<file path="config.mk">
export PLATFORM = sky130hd
export DESIGN_NAME = hid_keyboard_report_to_set1
export DESIGN_NICKNAME = d
export VERILOG_FILES = /design/src/design/hkb_pkg.sv /design/src/design/hkb_front.sv /design/src/design/hkb_back.sv /design/src/design/hkb_outq.sv /design/src/design/hid_keyboard_report_to_set1.sv
export SDC_FILE = /design/constraint.sdc
export NUM_CORES = 1
export LEC_CHECK = 0
export BUFFER_PORTS_ARGS = -buffer_cell sky130_fd_sc_hd__buf_2
export CAP_MARGIN = 20
export CORE_ASPECT_RATIO = 0.9
export CORE_MARGIN = 4
export CORE_UTILIZATION = 62
export CTS_CLUSTER_DIAMETER = 50
export DETAILED_ROUTE_END_ITERATION = 8
export PLACE_DENSITY = 0.87
export SETUP_SLACK_MARGIN = 0.4
export SYNTH_ARGS = -nofsm -noshare
export SYNTH_HDL_FRONTEND = slang
export SYNTH_SLANG_ARGS = --single-unit
</file>
<file path="constraint.sdc">
create_clock -name clk -period 7.1 [get_ports clk]
set_input_delay 0.355 -clock clk [delete_from_list [all_inputs] [get_ports clk]]
set_output_delay 0.355 -clock clk [all_outputs]
set_load 0.02 [all_outputs]
</file>
<file path="src/design/hkb_pkg.sv">
// Package of types, constants and a lookup function for the keyboard scancode block.
`default_nettype none

package hkb_pkg;

  localparam int REPORT_SLOTS     = 6;
  localparam int USAGE_TABLE_SIZE = 102;
  localparam int IDX_W            = 3;
  localparam int OUTQ_DEPTH       = 4;
  localparam int OUTQ_PTR_W       = 2;

  localparam logic [7:0]  EXT_PREFIX   = 8'hE0;
  localparam logic [15:0] TICK_MAX     = 16'hFFFF;
  localparam logic [15:0] DELAY_RESET  = 16'd500;
  localparam logic [15:0] PERIOD_RESET = 16'd33;
  localparam logic [7:0]  PHANTOM_KEY  = 8'h01;

  localparam logic [0:0] REG_DELAY  = 1'b0;
  localparam logic [0:0] REG_PERIOD = 1'b1;

  localparam logic [7:0] MOD_CODES [8] = '{
    8'h1D, 8'h2A, 8'h38, 8'h00, 8'h9D, 8'h36, 8'hB8, 8'h00
  };

  localparam logic [7:0] SET1_OF_USAGE [USAGE_TABLE_SIZE] = '{
    8'h00, 8'h00, 8'h00, 8'h00,
    8'h1E, 8'h30, 8'h2E, 8'h20, 8'h12, 8'h21, 8'h22, 8'h23, 8'h17, 8'h24, 8'h25, 8'h26,
    8'h32, 8'h31, 8'h18, 8'h19, 8'h10, 8'h13, 8'h1F, 8'h14, 8'h16, 8'h2F, 8'h11, 8'h2D,
    8'h15, 8'h2C,
    8'h02, 8'h03, 8'h04, 8'h05, 8'h06, 8'h07, 8'h08, 8'h09, 8'h0A, 8'h0B,
    8'h1C, 8'h01, 8'h0E, 8'h0F, 8'h39,
    8'h0C, 8'h0D, 8'h1A, 8'h1B, 8'h2B, 8'h2B, 8'h27, 8'h28, 8'h29, 8'h33, 8'h34, 8'h35,
    8'h3A,
    8'h3B, 8'h3C, 8'h3D, 8'h3E, 8'h3F, 8'h40, 8'h41, 8'h42, 8'h43, 8'h44, 8'h57, 8'h58,
    8'h00, 8'h00, 8'h00,
    8'hD2, 8'hC7, 8'hC9, 8'hD3, 8'hCF, 8'hD1,
    8'hCD, 8'hCB, 8'hD0, 8'hC8,
    8'h45, 8'hB5, 8'h37, 8'h4A, 8'h4E, 8'h9C,
    8'h4F, 8'h50, 8'h51, 8'h4B, 8'h4C, 8'h4D, 8'h47, 8'h48, 8'h49, 8'h52, 8'h53,
    8'h56, 8'h00
  };

  typedef struct packed {
    logic                          is_tick;
    logic [7:0]                    mods;
    logic [REPORT_SLOTS-1:0][7:0]  keys;
  } item_t;

  typedef struct packed {
    logic  valid;
    item_t item;
  } fq_head_t;

  typedef struct packed {
    logic [7:0] data;
    logic       last;
  } oq_entry_t;

  typedef struct packed {
    logic      push;
    oq_entry_t entry;
  } oq_push_t;

  typedef enum logic [2:0] {
    BK_IDLE,
    BK_MOD,
    BK_REL,
    BK_PRS,
    BK_TICK,
    BK_TREP,
    BK_FIN
  } back_state_t;

  // Set 1 code of a usage, with bit 7 marking an extended code; zero means none.
  function automatic logic [7:0] usage_code(input logic [7:0] usage);
    logic [7:0] code;
    code = 8'h00;
    if (32'(usage) < USAGE_TABLE_SIZE) begin
      code = SET1_OF_USAGE[usage[6:0]];
    end
    return code;
  endfunction

endpackage

`default_nettype wire

</file>
<file path="src/design/hkb_front.sv">
// Front end: accepts input items, drops ignored reports and queues the rest.
`default_nettype none

module hkb_front (
  input  wire logic               clk,
  input  wire logic               rst,
  input  wire logic               push,
  output logic                    full,
  input  wire logic               operation,
  input  wire logic [3:0]         report_length,
  input  wire hkb_pkg::item_t     in_item,
  output hkb_pkg::fq_head_t       head,
  input  wire logic               take
);
  import hkb_pkg::*;

  item_t      q [2];
  logic       wr_ptr;
  logic       rd_ptr;
  logic [1:0] count;
  logic       phantom;
  logic       keep;
  logic       wr_en;
  logic       rd_en;

  assign full    = (count == 2'd2);
  assign phantom = (in_item.keys[0] == PHANTOM_KEY) && (in_item.keys[1] == PHANTOM_KEY) &&
                   (in_item.keys[2] == PHANTOM_KEY);
  assign keep    = operation || ((report_length >= 4'd8) && !phantom);
  assign wr_en   = push && !full && keep;
  assign rd_en   = take && (count != 2'd0);

  assign head.valid = (count != 2'd0);
  assign head.item  = q[rd_ptr];

  always_ff @(posedge clk) begin
    if (wr_en) begin
      q[wr_ptr] <= in_item;
    end
  end

  always_ff @(posedge clk) begin
    if (rst) begin
      wr_ptr <= 1'b0;
      rd_ptr <= 1'b0;
      count  <= 2'd0;
    end else begin
      if (wr_en) begin
        wr_ptr <= !wr_ptr;
      end
      if (rd_en) begin
        rd_ptr <= !rd_ptr;
      end
      if (wr_en && !rd_en) begin
        count <= count + 2'd1;
      end else if (rd_en && !wr_en) begin
        count <= count - 2'd1;
      end
    end
  end

endmodule

`default_nettype wire

</file>
<file path="src/design/hkb_back.sv">
// Back end: walks modifiers, releases and presses or a tick, and produces scancode bytes.
`default_nettype none

module hkb_back #(
  parameter int KEY_SLOTS = 6
) (
  input  wire logic              clk,
  input  wire logic              rst,
  input  wire hkb_pkg::fq_head_t head,
  output logic                   take,
  input  wire logic [15:0]       repeat_delay_ticks,
  input  wire logic [15:0]       repeat_period_ticks,
  output hkb_pkg::oq_push_t      oq,
  input  wire logic              oq_full
);
  import hkb_pkg::*;

  localparam int SLOT_W = $clog2(KEY_SLOTS);

  back_state_t                 state;
  back_state_t                 state_next;
  logic [IDX_W-1:0]            idx;
  logic [SLOT_W-1:0]           slot;
  logic                        last_slot;
  logic                        prefix_done;
  logic                        fire;
  logic                        hold_valid;
  logic [7:0]                  hold_byte;

  logic [7:0]                  mods;
  logic [KEY_SLOTS-1:0][7:0]   cur_keys;
  logic [7:0]                  prev_mods;
  logic [KEY_SLOTS-1:0][7:0]   prev_keys;
  logic [7:0]                  held_key;
  logic [15:0]                 tsp;
  logic [15:0]                 tsr;

  logic [15:0]                 tsp_inc;
  logic [15:0]                 tsr_inc;
  logic                        fire_now;
  logic [7:0]                  usage;
  logic                        step_hit;
  logic [7:0]                  code;
  logic                        down;
  logic                        emit_ok;
  logic                        need_prefix;
  logic                        emit;
  logic                        step_done;
  logic [7:0]                  emit_byte;
  logic                        fin_push;

  function automatic logic key_in(input logic [KEY_SLOTS-1:0][7:0] ks, input logic [7:0] u);
    logic hit;
    hit = 1'b0;
    for (int i = 0; i < KEY_SLOTS; i++) begin
      if (ks[i] == u) begin
        hit = 1'b1;
      end
    end
    return hit;
  endfunction

  assign slot      = idx[SLOT_W-1:0];
  assign last_slot = (slot == SLOT_W'(KEY_SLOTS - 1));
  assign tsp_inc   = (tsp == TICK_MAX) ? tsp : tsp + 16'd1;
  assign tsr_inc   = (tsr == TICK_MAX) ? tsr : tsr + 16'd1;
  assign fire_now  = (held_key != 8'h00) && (tsp_inc >= repeat_delay_ticks) &&
                     (tsr_inc >= repeat_period_ticks);

  always_comb begin
    usage    = 8'h00;
    step_hit = 1'b0;
    code     = 8'h00;
    down     = 1'b1;
    case (state)
      BK_MOD: begin
        step_hit = (prev_mods[idx] != mods[idx]);
        code     = step_hit ? MOD_CODES[idx] : 8'h00;
        down     = mods[idx];
      end
      BK_REL: begin
        usage    = prev_keys[slot];
        step_hit = (usage != 8'h00) && !key_in(cur_keys, usage);
        code     = step_hit ? usage_code(usage) : 8'h00;
        down     = 1'b0;
      end
      BK_PRS: begin
        usage    = cur_keys[slot];
        step_hit = (usage != 8'h00) && !key_in(prev_keys, usage);
        code     = step_hit ? usage_code(usage) : 8'h00;
      end
      BK_TREP: begin
        step_hit = fire;
        code     = fire ? usage_code(held_key) : 8'h00;
      end
      default: begin
      end
    endcase
    emit_ok     = !hold_valid || !oq_full;
    need_prefix = code[7] && !prefix_done;
    emit        = (code != 8'h00) && emit_ok;
    step_done   = (code == 8'h00) || (emit_ok && !need_prefix);
    emit_byte   = need_prefix ? EXT_PREFIX : {!down, code[6:0]};
    fin_push    = (state == BK_FIN) && hold_valid && !oq_full;
    oq.push       = (emit && hold_valid) || fin_push;
    oq.entry.data = hold_byte;
    oq.entry.last = fin_push;
    take          = (state == BK_IDLE) && head.valid;
  end

  always_comb begin
    state_next = state;
    case (state)
      BK_IDLE: begin
        if (head.valid) begin
          state_next = head.item.is_tick ? BK_TICK : BK_MOD;
        end
      end
      BK_MOD: begin
        if (step_done && (idx == IDX_W'(7))) begin
          state_next = BK_REL;
        end
      end
      BK_REL: begin
        if (step_done && last_slot) begin
          state_next = BK_PRS;
        end
      end
      BK_PRS: begin
        if (step_done && last_slot) begin
          state_next = BK_FIN;
        end
      end
      BK_TICK: begin
        state_next = BK_TREP;
      end
      BK_TREP: begin
        if (step_done) begin
          state_next = BK_FIN;
        end
      end
      BK_FIN: begin
        if (!hold_valid || !oq_full) begin
          state_next = BK_IDLE;
        end
      end
      default: begin
        state_next = BK_IDLE;
      end
    endcase
  end

  always_ff @(posedge clk) begin
    if (take) begin
      mods <= head.item.mods;
      for (int i = 0; i < KEY_SLOTS; i++) begin
        cur_keys[i] <= head.item.keys[i];
      end
    end
    if (emit) begin
      hold_byte <= emit_byte;
    end
    if (state == BK_TICK) begin
      fire <= fire_now;
    end
  end

  always_ff @(posedge clk) begin
    if (rst) begin
      state       <= BK_IDLE;
      idx         <= '0;
      prefix_done <= 1'b0;
      hold_valid  <= 1'b0;
      prev_mods   <= 8'h00;
      prev_keys   <= '0;
      held_key    <= 8'h00;
      tsp         <= 16'd0;
      tsr         <= 16'd0;
    end else begin
      state <= state_next;
      if (state_next != state) begin
        idx <= '0;
      end else if (step_done && ((state == BK_MOD) || (state == BK_REL) ||
                                 (state == BK_PRS))) begin
        idx <= idx + IDX_W'(1);
      end
      if (step_done) begin
        prefix_done <= 1'b0;
      end else if (emit && need_prefix) begin
        prefix_done <= 1'b1;
      end
      if (emit) begin
        hold_valid <= 1'b1;
      end else if (fin_push) begin
        hold_valid <= 1'b0;
      end
      if (state == BK_TICK) begin
        tsp <= tsp_inc;
        tsr <= fire_now ? 16'd0 : tsr_inc;
      end
      if ((state == BK_TREP) && fire && step_done) begin
        tsr <= 16'd0;
      end
      if ((state == BK_REL) && step_done && step_hit && (held_key == usage)) begin
        held_key <= 8'h00;
      end
      if ((state == BK_PRS) && step_done) begin
        if (step_hit) begin
          held_key <= usage;
          tsp      <= 16'd0;
          tsr      <= 16'd0;
        end
        if (last_slot) begin
          prev_mods <= mods;
          prev_keys <= cur_keys;
        end
      end
    end
  end

endmodule

`default_nettype wire

</file>
<file path="src/design/hkb_outq.sv">
// Result queue holding scancode bytes until the receiver takes them.
`default_nettype none

module hkb_outq (
  input  wire logic              clk,
  input  wire logic              rst,
  input  wire hkb_pkg::oq_push_t in_push,
  output logic                   full,
  output logic                   empty,
  input  wire logic              pop,
  output hkb_pkg::oq_entry_t     head
);
  import hkb_pkg::*;

  oq_entry_t             q [OUTQ_DEPTH];
  logic [OUTQ_PTR_W-1:0] wr_ptr;
  logic [OUTQ_PTR_W-1:0] rd_ptr;
  logic [OUTQ_PTR_W:0]   count;
  logic                  wr_en;
  logic                  rd_en;

  assign full  = (count == (OUTQ_PTR_W + 1)'(OUTQ_DEPTH));
  assign empty = (count == '0);
  assign wr_en = in_push.push && !full;
  assign rd_en = pop && !empty;
  assign head  = q[rd_ptr];

  always_ff @(posedge clk) begin
    if (wr_en) begin
      q[wr_ptr] <= in_push.entry;
    end
  end

  always_ff @(posedge clk) begin
    if (rst) begin
      wr_ptr <= '0;
      rd_ptr <= '0;
      count  <= '0;
    end else begin
      if (wr_en) begin
        wr_ptr <= wr_ptr + OUTQ_PTR_W'(1);
      end
      if (rd_en) begin
        rd_ptr <= rd_ptr + OUTQ_PTR_W'(1);
      end
      if (wr_en && !rd_en) begin
        count <= count + (OUTQ_PTR_W + 1)'(1);
      end else if (rd_en && !wr_en) begin
        count <= count - (OUTQ_PTR_W + 1)'(1);
      end
    end
  end

endmodule

`default_nettype wire

</file>
<file path="src/design/hid_keyboard_report_to_set1.sv">
// Top level: converts boot keyboard reports and ticks into set 1 scancode bytes.
//
// Items are pushed with push while full is low; operation selects a keyboard
// report or one time tick. Reports shorter than eight bytes and phantom reports
// are taken and discarded at once. Result bytes come out in order through a
// queue: the oldest byte sits on scancode_byte while empty is low and leaves on
// pop, with last_of_run marking the final byte of each item.
// A report enters the back end from the front queue, then passes eight modifier steps
// and KEY_SLOTS release and KEY_SLOTS press steps, with an extra step for the
// prefix byte of each extended code, and one closing step. A tick passes
// through a tick step, a repeat step and the closing step. A two-entry queue
// in front lets new items arrive while one is worked on.
// When the receiver stalls, the four-entry result queue fills and the
// sequencer waits on the step it has reached; nothing is lost.
// Reset empties both queues, clears the previous report, the held key and the
// tick counters, and sets the repeat delay to 500 and the period to 33 ticks.
// The registers sit at byte addresses 0 (delay) and 4 (period).
`default_nettype none

module hid_keyboard_report_to_set1 #(
  parameter int KEY_SLOTS = 6
) (
  input  wire logic        clk,
  input  wire logic        rst,
  input  wire logic        push,
  output logic             full,
  input  wire logic        operation,
  input  wire logic [3:0]  report_length,
  input  wire logic [7:0]  modifier_bits,
  input  wire logic [7:0]  key_slot_0,
  input  wire logic [7:0]  key_slot_1,
  input  wire logic [7:0]  key_slot_2,
  input  wire logic [7:0]  key_slot_3,
  input  wire logic [7:0]  key_slot_4,
  input  wire logic [7:0]  key_slot_5,
  output logic             empty,
  input  wire logic        pop,
  output logic [7:0]       scancode_byte,
  output logic             last_of_run,
  input  wire logic        psel,
  input  wire logic        penable,
  input  wire logic        pwrite,
  input  wire logic [2:0]  paddr,
  input  wire logic [31:0] pwdata,
  output logic [31:0]      prdata,
  output logic             pready
);
  import hkb_pkg::*;

  item_t       in_item;
  fq_head_t    fq_head;
  logic        take;
  oq_push_t    oq_push;
  logic        oq_full;
  oq_entry_t   oq_head;
  logic [15:0] repeat_delay_ticks;
  logic [15:0] repeat_period_ticks;
  logic        cfg_write;

  assign in_item.is_tick = operation;
  assign in_item.mods    = modifier_bits;
  assign in_item.keys    = {key_slot_5, key_slot_4, key_slot_3,
                            key_slot_2, key_slot_1, key_slot_0};

  assign pready    = 1'b1;
  assign cfg_write = psel && penable && pwrite && pready;
  assign prdata    = (paddr[2] == REG_PERIOD) ? {16'h0000, repeat_period_ticks}
                                              : {16'h0000, repeat_delay_ticks};

  always_ff @(posedge clk) begin
    if (rst) begin
      repeat_delay_ticks  <= DELAY_RESET;
      repeat_period_ticks <= PERIOD_RESET;
    end else if (cfg_write) begin
      if (paddr[2] == REG_DELAY) begin
        repeat_delay_ticks <= pwdata[15:0];
      end else begin
        repeat_period_ticks <= pwdata[15:0];
      end
    end
  end

  hkb_front u_front (
    .clk           (clk),
    .rst           (rst),
    .push          (push),
    .full          (full),
    .operation     (operation),
    .report_length (report_length),
    .in_item       (in_item),
    .head          (fq_head),
    .take          (take)
  );

  hkb_back #(
    .KEY_SLOTS (KEY_SLOTS)
  ) u_back (
    .clk                 (clk),
    .rst                 (rst),
    .head                (fq_head),
    .take                (take),
    .repeat_delay_ticks  (repeat_delay_ticks),
    .repeat_period_ticks (repeat_period_ticks),
    .oq                  (oq_push),
    .oq_full             (oq_full)
  );

  hkb_outq u_outq (
    .clk     (clk),
    .rst     (rst),
    .in_push (oq_push),
    .full    (oq_full),
    .empty   (empty),
    .pop     (pop),
    .head    (oq_head)
  );

  assign scancode_byte = oq_head.data;
  assign last_of_run   = oq_head.last;

endmodule

`default_nettype wire

</file>
# After elaboration in Yosys (flattened, before gate mapping)
# Memory sizes are Yosys's and may differ from the RTL's. A register that Yosys moved wholly into a read port is not among the register bits.
# Cells that the tools add are included.
[word_totals]
register_bits = 212
output_inout_bits = 44
inputBits = 103
rom_bits = 3136
elab_cells = 242
memories = 6
mem_bits_rw = 150
[memory_table]
columns = ["memory", "depth", "word_bits", "read_ports", "rd_ports_with_merged_regs", "write_ports", "line", "rtl"]
rows = [
  ["(no name shown)", 128, 8, 1, 0, 0, "hkb_pkg.sv:79", "code = SET1_OF_USAGE[usage[6:0]];"],
  ["(no name shown)", 128, 8, 1, 0, 0, "hkb_pkg.sv:79", ""],
  ["(no name shown)", 128, 8, 1, 0, 0, "hkb_pkg.sv:79", ""],
  ["u_front.q", 2, 57, 1, 1, 1, "hkb_front.sv:17", "item_t q [2];"],
  ["(no name shown)", 8, 8, 1, 0, 0, "hkb_back.sv:78", "code = step_hit ? MOD_CODES[idx] : 8'h00;"],
  ["u_outq.q", 4, 9, 1, 1, 1, "hkb_outq.sv:15", "oq_entry_t q [OUTQ_DEPTH];"],
]
[op_classes]
mux = 77
magnitude_cmp = 11
n_addsub = 9
bitwise = 5
n_eq_ne = 30
n_reduce_logical = 73
[op_table]
columns = ["op", "count"]
rows = [
  ["$mux W16", 11],
  ["$mux W8", 20],
  ["$eq A8 B8 Y1", 13],
  ["$bmux W8 S3", 2],
  ["$logic_and A1 B1 Y1", 35],
  ["$add A16 B1 Y16 const B", 2],
  ["$eq A16 B16 Y1 const B", 2],
  ["$ge A16 B16 Y1", 2],
  ["$pmux W8 S4", 1],
  ["$reduce_bool A8 Y1", 4],
  ["$mux W3", 9],
  ["$eq A8 B1 Y1 const B", 3],
  ["$ge A8 B8 Y1 const B", 3],
  ["$lt A8 B7 Y1 const B", 3],
  ["$mux W1", 24],
  ["$not A7 Y8", 3],
  ["$pmux W3 S7", 1],
  ["$eq A3 B3 Y1 const B", 6],
  ["$logic_not A1 Y1", 16],
  ["$pmux W8 S2", 1],
  ["$ge A4 B4 Y1 const B", 2],
  ["$logic_not A8 Y1", 1],
  ["$mux W2", 4],
  ["$reduce_bool A2 Y1", 4],
  ["19 further kinds", 33],
]

# Logic depth before layout (Yosys ltp)
# Gate-level depths: netlist of the first run.
[depth]
depth_word = 24
mapped_depth = 25
depth_no_buf = 22

# By module
# Synthesis of the first run repeated with hierarchy kept, for this count alone.
[hier_totals]
cells_unflattened = 2236
area_unflattened_um2 = 22414.0
[modules_own_cells]
columns = ["module", "cells_each", "n_inst", "area_per_inst_um2", "seq_area_each_um2"]
rows = [
  ["hkb_back", 1756, 1, 14498.9, 4033.9],
  ["hkb_front", 217, 1, 4459.3, 3523.4],
  ["hkb_outq", 95, 1, 1762.9, 1261.2],
  ["hid_keyboard_report_to_set1", 168, 1, 1692.9, 640.6],
]

# Least setup slack after synthesis of the first run
# Ideal clock, no wire load.
[synth_path]
path_type = "reg-to-reg"
from = "reg u_back.idx[0]"
to = "reg u_outq.count[2]"
arrival_time_ns = 5.373
synth_period_minus_slack_ns = 5.443
stages_incl_launch_ff = 24
n_path_buf = 4
required_ns = 7.030
setup_ns = 0.070
slack_ns = 1.657
cell_sequence = "dfxtp_1 > buf_6 > clkbuf_1 > mux2i_1 > nor2_1 > nor2_1 > clkbuf_1 > ha_1 > inv_1 > a21oi_1 > a211oi_1 > o32ai_1 > o32a_1 > nor3_1 > a211oi_1 > and4_1 > buf_4 > a31oi_2 > ha_1 > inv_1 > fa_1 > xor2_1 > or3_1 > a21oi_1"
[synth_between]
elab_chain_len = 22
elab_cells_between_ends = 71
cone_classes = "2 x order compare; 13 x eq/ne; 35 x mux; 3 x bitwise; 15 x reduce/logical; 3 x memory"
[synth_lines]
columns = ["item", "line", "rtl"]
rows = [
  ["start: declaration", "hkb_back.sv:22", "logic [IDX_W-1:0] idx;"],
  ["start signal: assignment", "hkb_back.sv:185", "idx <= idx + IDX_W'(1);"],
  ["branches (longest 13 deep; another with $mem_v2 Z128 W8)", "--", ""],
  ["$pmux W8 S4 (*)", "hkb_back.sv:75", "case (state)"],
  ["$reduce_bool A8 Y1 (*)", "hkb_back.sv:101", "emit = (code != 8'h00) && emit_ok;"],
  ["$logic_and A1 B1 Y1 (*)", "hkb_back.sv:101", ""],
  ["$logic_and A1 B1 Y1 (*)", "hkb_back.sv:105", "oq.push = (emit && hold_valid) || fin_push;"],
  ["$logic_or A1 B1 Y1 (*)", "hkb_back.sv:105", ""],
  ["$logic_and A1 B1 Y1 (*)", "hkb_outq.sv:24", "assign wr_en = in_push.push && !full;"],
  ["named net u_outq.wr_en", "hkb_outq.sv:19", "logic wr_en;"],
  ["$logic_not A1 Y1", "hkb_outq.sv:48", "end else if (rd_en && !wr_en) begin"],
  ["$logic_and A1 B1 Y1", "hkb_outq.sv:48", ""],
  ["$reduce_bool A2 Y1 (no source line)", "--", ""],
  ["end signal: assignment", "hkb_outq.sv:47", "count <= count + (OUTQ_PTR_W + 1)'(1);"],
  ["end signal: assignment", "hkb_outq.sv:49", "count <= count - (OUTQ_PTR_W + 1)'(1);"],
  ["end: declaration", "hkb_outq.sv:18", "logic [OUTQ_PTR_W:0] count;"],
]
# Mark *: on every way through the listed nets, which the timed path passes. The select of a mux whose other input is x is not followed.
# A chain may end at the register's enable or synchronous reset.

# Worst setup path in the final report of the first run
[layout_path]
from = "reg u_back.idx[1]"
to = "reg u_outq.count[2]"
# Same word-level chain as after synthesis.

==> run_results.csv, run 1 <==
group,metric,value,unit
place,postPlaceCellArea,22600,um^2
place,gpl.final_weighted_congestion,0.980,
timing,timing.final.crit_period,6400,ps
cts,cts_max_path_buffers,3,
detailed_routing,ant_nets,0,
floorplan,die_area,38200,um^2
pwr,power_density,334,nW/um^2
synth,synth_edf_count,215,
synth,synth.largest_area_cell,"sky130_fd_sc_hd__edfxtp_1",
setup_path,r2r_setup_slack,700,ps
final_layout,finalNetCount,2462,
timing,max-slew-margin-rel,30.0,%
timing,unrepaired_setup_endpoints_after_global_routing,"no",
synth,cell_area_after_technology_mapping,21800,um^2
floorplan,rows,64,
place,numPortBuffers,108,
detailed_routing,remaining_drc_errors,0,
timing,setup-violations-final,0,
synth,yosys-top-cells-area,"sky130_fd_sc_hd__edfxtp_1 (30%), sky130_fd_sc_hd__dfxtp_1 (14%), sky130_fd_sc_hd__ha_1 (5.5%)",
synth,synthDominantCellAreaShare,29.6,%
setup_path,critPathCaptureType,"flop",
cts,cts-buffers-inserted,41,
setup_path,worst_setup_path_start_kind,"flop",
detailed_routing,routed_wl,58900,um
grt,antenna_violations_before_repair,0,
floorplan,io_pins,147,
detailed_routing,avgViaCountPerCell,6.51,
final_layout,design_area,24100,um^2
timing,timing.final.max_slew_violations,0,
setup_path,cp_required,7550,ps
synth,postSynthCellCount,2203,
flow_run,cap_viol_max_count,0,
synth,synthesis.yosys.warnings,0,
synth,synthesis.area_per_instance,9.88,um^2
floorplan,floorplan.core_area,34400,um^2
cts,clockRootBuffer,"sky130_fd_sc_hd__clkbuf_16",
final_layout,post_route_cells_drive_above_1_share,16.1,%
timing,final.setup.worst_slack,699,ps
setup_path,worst-path-max-fanout,21,
timing,skew,25.2,ps
place,dp_hpwl,40100,um
synth,postSynth.topFlopCell,"sky130_fd_sc_hd__edfxtp_1",
pwr,sw_frac_of_total,36.4,%
timing,worstMarginPinSlew,1050,ps
cts,cts_max_level,2,
detailed_routing,drt-initial-drc-count,2511,
cts,cts_clk_pin_slew_worst_paths,60,ps
synth,asr_flop_ratio_synth,0,%
pwr,finalPower,0.00804,W
detailed_routing,drt-wirelength-per-cell,21.4,um
floorplan,initial_core_util,63.4,%
synth,ys_ff_latch,365,
worst_hold_path,hold_class,"in -> reg",
setup_path,worst-setup-path-type,"reg -> reg",
pwr,internal_power,0.00512,W
pwr,total_leakage_power,8.81,nW
detailed_routing,firstDrtPassIters,6,
grt,wire_length_of_the_first_global_routing_pass,92500,um
grt,globalRouteOverflowTotal,0,
pwr,seq_power_share,38.2,%
setup_path,worst_ep_arrival_time,6850,ps
timing,max_freq,156,MHz
cts,post-cts-setup-buffer-count,0,
pwr,irDropWorstVdd,0.238,mV
timing,final-hold-violation-count,0,
floorplan,fp.dieW,206,um
detailed_routing,route.vias.total,17946,
timing,post-route-period-util,90.2,%
pwr,switchingPower,0.00292,W
synth,yosysMostFrequentCell,"sky130_fd_sc_hd__nand2_1",
pwr,power.share.combinational,34.0,%
run_status,run_status,"finished clean",
synth,synth_seq_area_share,43.4,%
final_layout,antenna-diode-count,0,
synth,netlist-cell-type-count,90,
cts,clkLatencyLatePin,540,ps
timing,timing.setup.tns,0,ps
grt,maximum_number_of_pins_on_one_net_before_global_route_repair,100,
timing,timing.hold.ws,10.7,ps
grt,groute.usage.overall,30.1,%
final_layout,areaGrowthSynthToFinish,10.7,%
cts,cts.sinks,365,
place,place_ws,1120,ps
cts,tritoncts_clock_tree,"done",
pwr,clock_power_share,27.8,%
synth,synth_common_cells,"sky130_fd_sc_hd__nand2_1 (316), sky130_fd_sc_hd__edfxtp_1 (215), sky130_fd_sc_hd__dfxtp_1 (150), sky130_fd_sc_hd__nor2_1 (105), sky130_fd_sc_hd__a21oi_1 (104)",
floorplan,fp.dieH,186,um
grt,number_of_global_route_vias_before_repair,16972,
## critical path, cell delays in order, from the launching register on
cell and delay, ps:
sky130_fd_sc_hd__dfxtp_2 700, sky130_fd_sc_hd__buf_4 410, sky130_fd_sc_hd__mux2i_1 460, sky130_fd_sc_hd__o22ai_1 410, sky130_fd_sc_hd__nor2_2 870, sky130_fd_sc_hd__xnor2_1 210
sky130_fd_sc_hd__nor4b_1 120, sky130_fd_sc_hd__or4_1 610, sky130_fd_sc_hd__nor2_4 310, sky130_fd_sc_hd__a211oi_1 190, sky130_fd_sc_hd__and4_1 250, sky130_fd_sc_hd__a31oi_2 350
sky130_fd_sc_hd__ha_1 260, sky130_fd_sc_hd__inv_1 70, sky130_fd_sc_hd__fa_1 430, sky130_fd_sc_hd__xor2_1 180, sky130_fd_sc_hd__or3_1 310, sky130_fd_sc_hd__a21oi_1 160
## metal layers
layer,vias up,track usage (%),part of all wire (%)
met5,-,1.15,0.097
met4,2,8.22,2.9
met3,182,7.06,11
met2,1032,47.5,46
met1,8550,41.9,41
li1,8180,-,-
## flip-flops by register name, indices dropped and copies added, names as in the netlist, 16 cells and up, named ones only
signal,count
u_front.q,114
u_back.cur_keys,48
u_back.prev_keys,48
u_outq.q,36
repeat_delay_ticks,16
repeat_period_ticks,16
u_back.tsp,16
u_back.tsr,16
## path summary, 6_finish.rpt
check                          from  cells past startpoint                endpoint
min                   key_slot_5[0]                      1        u_front.q[0][40]
min reg2reg  repeat_delay_ticks[12]                      2  repeat_delay_ticks[12]
max                   u_back.idx[1]                     17         u_outq.count[2]
max reg2reg           u_back.idx[1]                     17         u_outq.count[2]
## timing repair
action                     4_1_cts  5_1_grt
hold endpoints to repair         8        2
hold buffers                     4        1
resized for setup                0        0
setup endpoints to repair        0        0
## cell usage in the layout (no fill, tap or decap), drive strengths merged, types with 30 or more instances in the layout
master,n
a21oi,104
nand2,316
dfxtp,150
nor3,31
xnor2,96
nor2,108
mux2i,85
clkbuf,50
ha,95
xor2,37
edfxtp,215
a211oi,32
inv,69
o211ai,30
nand3,67
a31oi,33
o21ai,93
buf,165
mux2,100
## stage by stage
stage,instances,util (%)
after floorplan,2218,-
after global placement,2676,65.8
after detailed placement,2676,65.8
after CTS,2755,70.1
after global routing,2757,70.2
final,2757,70.2
## layout make-up
class	instances	area, um^2
Clock inverter	25	324
Inverter	66	249
Multi-Input combinational cell	1619	11300
Tap cell	462	578
Fill cell	2332	10200
Sequential cell	365	9460
Timing Repair Buffer	170	1050
Clock buffer	50	1130
## power groups by stage
| stage | Sequential [W] | Clock, W | Combinational, W |
|---|---|---|---|
| floorplan | 0.00291 | 0 | 0.00195 |
| global placement | 0.00306 | 0 | 0.00258 |
| detailed placement | 0.00309 | 0 | 0.00262 |
| CTS | 0.00305 | 0.00225 | 0.00266 |
| global route | 0.00309 | 0.00236 | 0.00294 |
| finish | 0.00307 | 0.00224 | 0.00273 |
## kinds of logic (layout without fill, tap and decap cells)
| logic type | after synthesis | in the layout | synth area share, % |
|---|---|---|---|
| other cells | 2 | 17 | 0.0345 |
| fa+ha+maj | 96 | 96 | 5.55 |
| xor+xnor | 133 | 133 | 5.35 |
| compound gates | 471 | 471 | 14.6 |
| simple gates | 699 | 699 | 15.1 |
| mux | 203 | 203 | 11.0 |
| flops | 365 | 365 | 43.4 |
| buf+inv | 234 | 311 | 4.95 |
(Power assumes the default switching activity.)
==> run 2, diff against run 1 <==
==> constraint.sdc (replaced) <==
create_clock -name clk -period 7.3 [get_ports clk]
set_input_delay 0.365 -clock clk [delete_from_list [all_inputs] [get_ports clk]]
set_output_delay 0.365 -clock clk [all_outputs]
set_load 0.02 [all_outputs]
==> run 2 against run 1 <==
  * Global-route usage increased by 0.75 points
  * Clock skew up 2.7 ps
  * Hold slack better by 4.5 ps
  * Largest power group unchanged
  * Largest cell class unchanged
==> run_results.csv, run 2 (synthesized netlist as in run 1, its figures left out) <==
group,metric,value,unit
run_status,run_status,"finished clean",
detailed_routing,route.vias.total,18067,
setup_path,r2r_setup_slack,930,ps
timing,unrepaired_setup_endpoints_after_global_routing,"no",
timing,post-route-period-util,87.3,%
timing,setup-violations-final,0,
setup_path,reg2reg_from,"u_back.idx[1]",
timing,worstMarginPinSlew,1110,ps
detailed_routing,firstDrtPassIters,6,
cts,tritoncts_clock_tree,"done",
grt,globalRouteOverflowTotal,0,
setup_path,worst_setup_path_start_kind,"flop",
floorplan,floorplan.core_area,34400,um^2
final_layout,antenna-diode-count,0,
floorplan,rows,64,
final_layout,areaGrowthSynthToFinish,9.89,%
cts,cts.hold.buffers_added,0,
setup_path,worst-path-max-fanout,32,
pwr,power_density,322,nW/um^2
floorplan,initial_core_util,63.4,%
timing,skew,27.9,ps
setup_path,reg2regPathDepth,18,
grt,groute.usage.overall,30.8,%
cts,post_cts.resized_instances,0,
timing,max_freq,157,MHz
floorplan,fp.dieW,206,um
final_layout,finalNetCount,2451,
detailed_routing,avgViaCountPerCell,6.57,
cts,cts_max_level,2,
timing,max-slew-margin-rel,26.1,%
place,gpl.final_weighted_congestion,1.02,
cts,clkLatencyLatePin,540,ps
grt,number_of_global_route_vias_before_repair,17433,
cts,cts_max_path_buffers,3,
cts,cts_clk_pin_slew_worst_paths,60,ps
pwr,irDropWorstVdd,0.285,mV
final_layout,final_common_cell,"sky130_fd_sc_hd__nand2_1",
setup_path,worst-setup-path-type,"reg -> reg",
pwr,total_leakage_power,8.69,nW
detailed_routing,drt-initial-drc-count,2524,
place,postPlaceCellArea,22500,um^2
timing,timing.setup.tns,0,ps
setup_path,cp_required,7750,ps
setup_path,rr_endpoint,"u_outq.count[2]",
final_layout,flip_flop_count_of_the_largest_register_all_copies_and_words_added,114,
grt,maximum_number_of_pins_on_one_net_before_global_route_repair,113,
setup_path,worst_setup_path_startpoint,"u_back.idx[1]",
detailed_routing,remaining_drc_errors,0,
setup_path,endpoint,"u_outq.count[2]",
cts,post-cts-setup-buffer-count,0,
final_layout,highest_count_cells_in_the_layout_ignoring_fill_and_taps,"sky130_fd_sc_hd__nand2_1 (316), sky130_fd_sc_hd__edfxtp_1 (215), sky130_fd_sc_hd__dfxtp_1 (148)",
final_layout,top_register,"u_front.q",
floorplan,fp.dieH,186,um
setup_path,worst_ep_arrival_time,6820,ps
cts,clockRootBuffer,"sky130_fd_sc_hd__clkbuf_16",
grt,wire_length_of_the_first_global_routing_pass,94800,um
detailed_routing,ant_nets,0,
final_layout,post_route_cells_drive_above_1_share,15.5,%
timing,timing.hold.ws,15.2,ps
pwr,finalPower,0.00771,W
setup_path,critPathCaptureType,"flop",
grt,antenna_violations_before_repair,0,
final_layout,design_area,23900,um^2
cts,cts.sinks,365,
worst_hold_path,hold_class,"in -> reg",
flow_run,cap_viol_max_count,0,
floorplan,die_area,38200,um^2
worst_hold_path,worstHoldStart,"modifier_bits[1]",
timing,final-hold-violation-count,0,
final_layout,biggestRegsByFlops,"u_front.q: 114 flops, u_back.cur_keys: 48 flops, u_back.prev_keys: 48 flops",
place,numPortBuffers,108,
place,dp_hpwl,41100,um
timing,timing.final.crit_period,6370,ps
detailed_routing,routed_wl,60100,um
floorplan,io_pins,147,
timing,timing.final.max_slew_violations,0,
detailed_routing,drt-wirelength-per-cell,21.9,um
cts,cts-buffers-inserted,42,
## run 2: cell types whose count changed in the layout (fill, tap and decap cells not counted), moves of 2 or more
| cell | change |
|---|---|
| sky130_fd_sc_hd__clkinv_1 | +4 |
| sky130_fd_sc_hd__bufinv_16 | -3 |
| sky130_fd_sc_hd__clkinv_2 | -4 |
| sky130_fd_sc_hd__buf_4 | -9 |
| sky130_fd_sc_hd__clkinvlp_4 | +2 |
| sky130_fd_sc_hd__clkbuf_1 | +4 |
| sky130_fd_sc_hd__clkinvlp_2 | +2 |
| sky130_fd_sc_hd__dlygate4sd3_1 | -3 |
| sky130_fd_sc_hd__inv_6 | +2 |
## run 2: final cells by class
type                            count  area [um^2]
Multi-Input combinational cell   1619        11300
Fill cell                        2425        10400
Sequential cell                   365         9460
Clock buffer                       53         1130
Timing Repair Buffer              158          950
Tap cell                          462          578
Inverter                           66          249
Clock inverter                     25          235
## run 2: worst min-delay path by stage
stage                                         to  cells past startpoint  slack, ps
after floorplan              u_back.prev_mods[2]                      2        430
after global placement       u_back.prev_mods[4]                      2        440
after detailed placement  repeat_delay_ticks[14]                      2        450
after CTS                       u_front.q[1][27]                      1          2
after global routing            u_front.q[0][38]                      1        0.6
final                           u_front.q[1][49]                      1         20
## run 2: report_power, final
group	internal, W	switching [W]
clock network	0.00119	0.000861
logic	0.00103	0.00163
registers	0.00263	0.000375
total	0.00484	0.00286
## run 2: metal layers
metal | GRT usage, % | routed length, um | share of wire [%] | vias to the layer above
li1 | - | - | - | 8153
met4 | 9.99 | 2120 | 3.5 | 0
met3 | 6.41 | 5900 | 9.8 | 207
met2 | 48.8 | 27700 | 46 | 1020
met1 | 42.8 | 24400 | 41 | 8687
met5 | 0 | 0 | 0 | -
## run 2: stage by stage
stage / setup slack, ps / util, % / std cells
after floorplan: 1860 / - / 2218
after global placement: 1270 / 65.6 / 2667
after global routing: 652 / 69.7 / 2748
after CTS: 1110 / 69.6 / 2746
final: 928 / 69.7 / 2748
after detailed placement: 1190 / 65.6 / 2668
## run 2: worst max-delay path, cell delays in order, from the launching register on
cell and delay (ps):
sky130_fd_sc_hd__dfxtp_2 860, sky130_fd_sc_hd__buf_4 350, sky130_fd_sc_hd__mux2i_1 360, sky130_fd_sc_hd__o22ai_1 360, sky130_fd_sc_hd__nor2_2 620, sky130_fd_sc_hd__buf_4 350
sky130_fd_sc_hd__o21ai_0 110, sky130_fd_sc_hd__a21oi_1 170, sky130_fd_sc_hd__nor3_1 70, sky130_fd_sc_hd__o31ai_1 580, sky130_fd_sc_hd__a211oi_1 260, sky130_fd_sc_hd__and4_1 360
sky130_fd_sc_hd__a31oi_2 390, sky130_fd_sc_hd__ha_1 260, sky130_fd_sc_hd__inv_1 80, sky130_fd_sc_hd__fa_1 440, sky130_fd_sc_hd__xor2_1 180, sky130_fd_sc_hd__or3_1 310
sky130_fd_sc_hd__a21oi_1 150
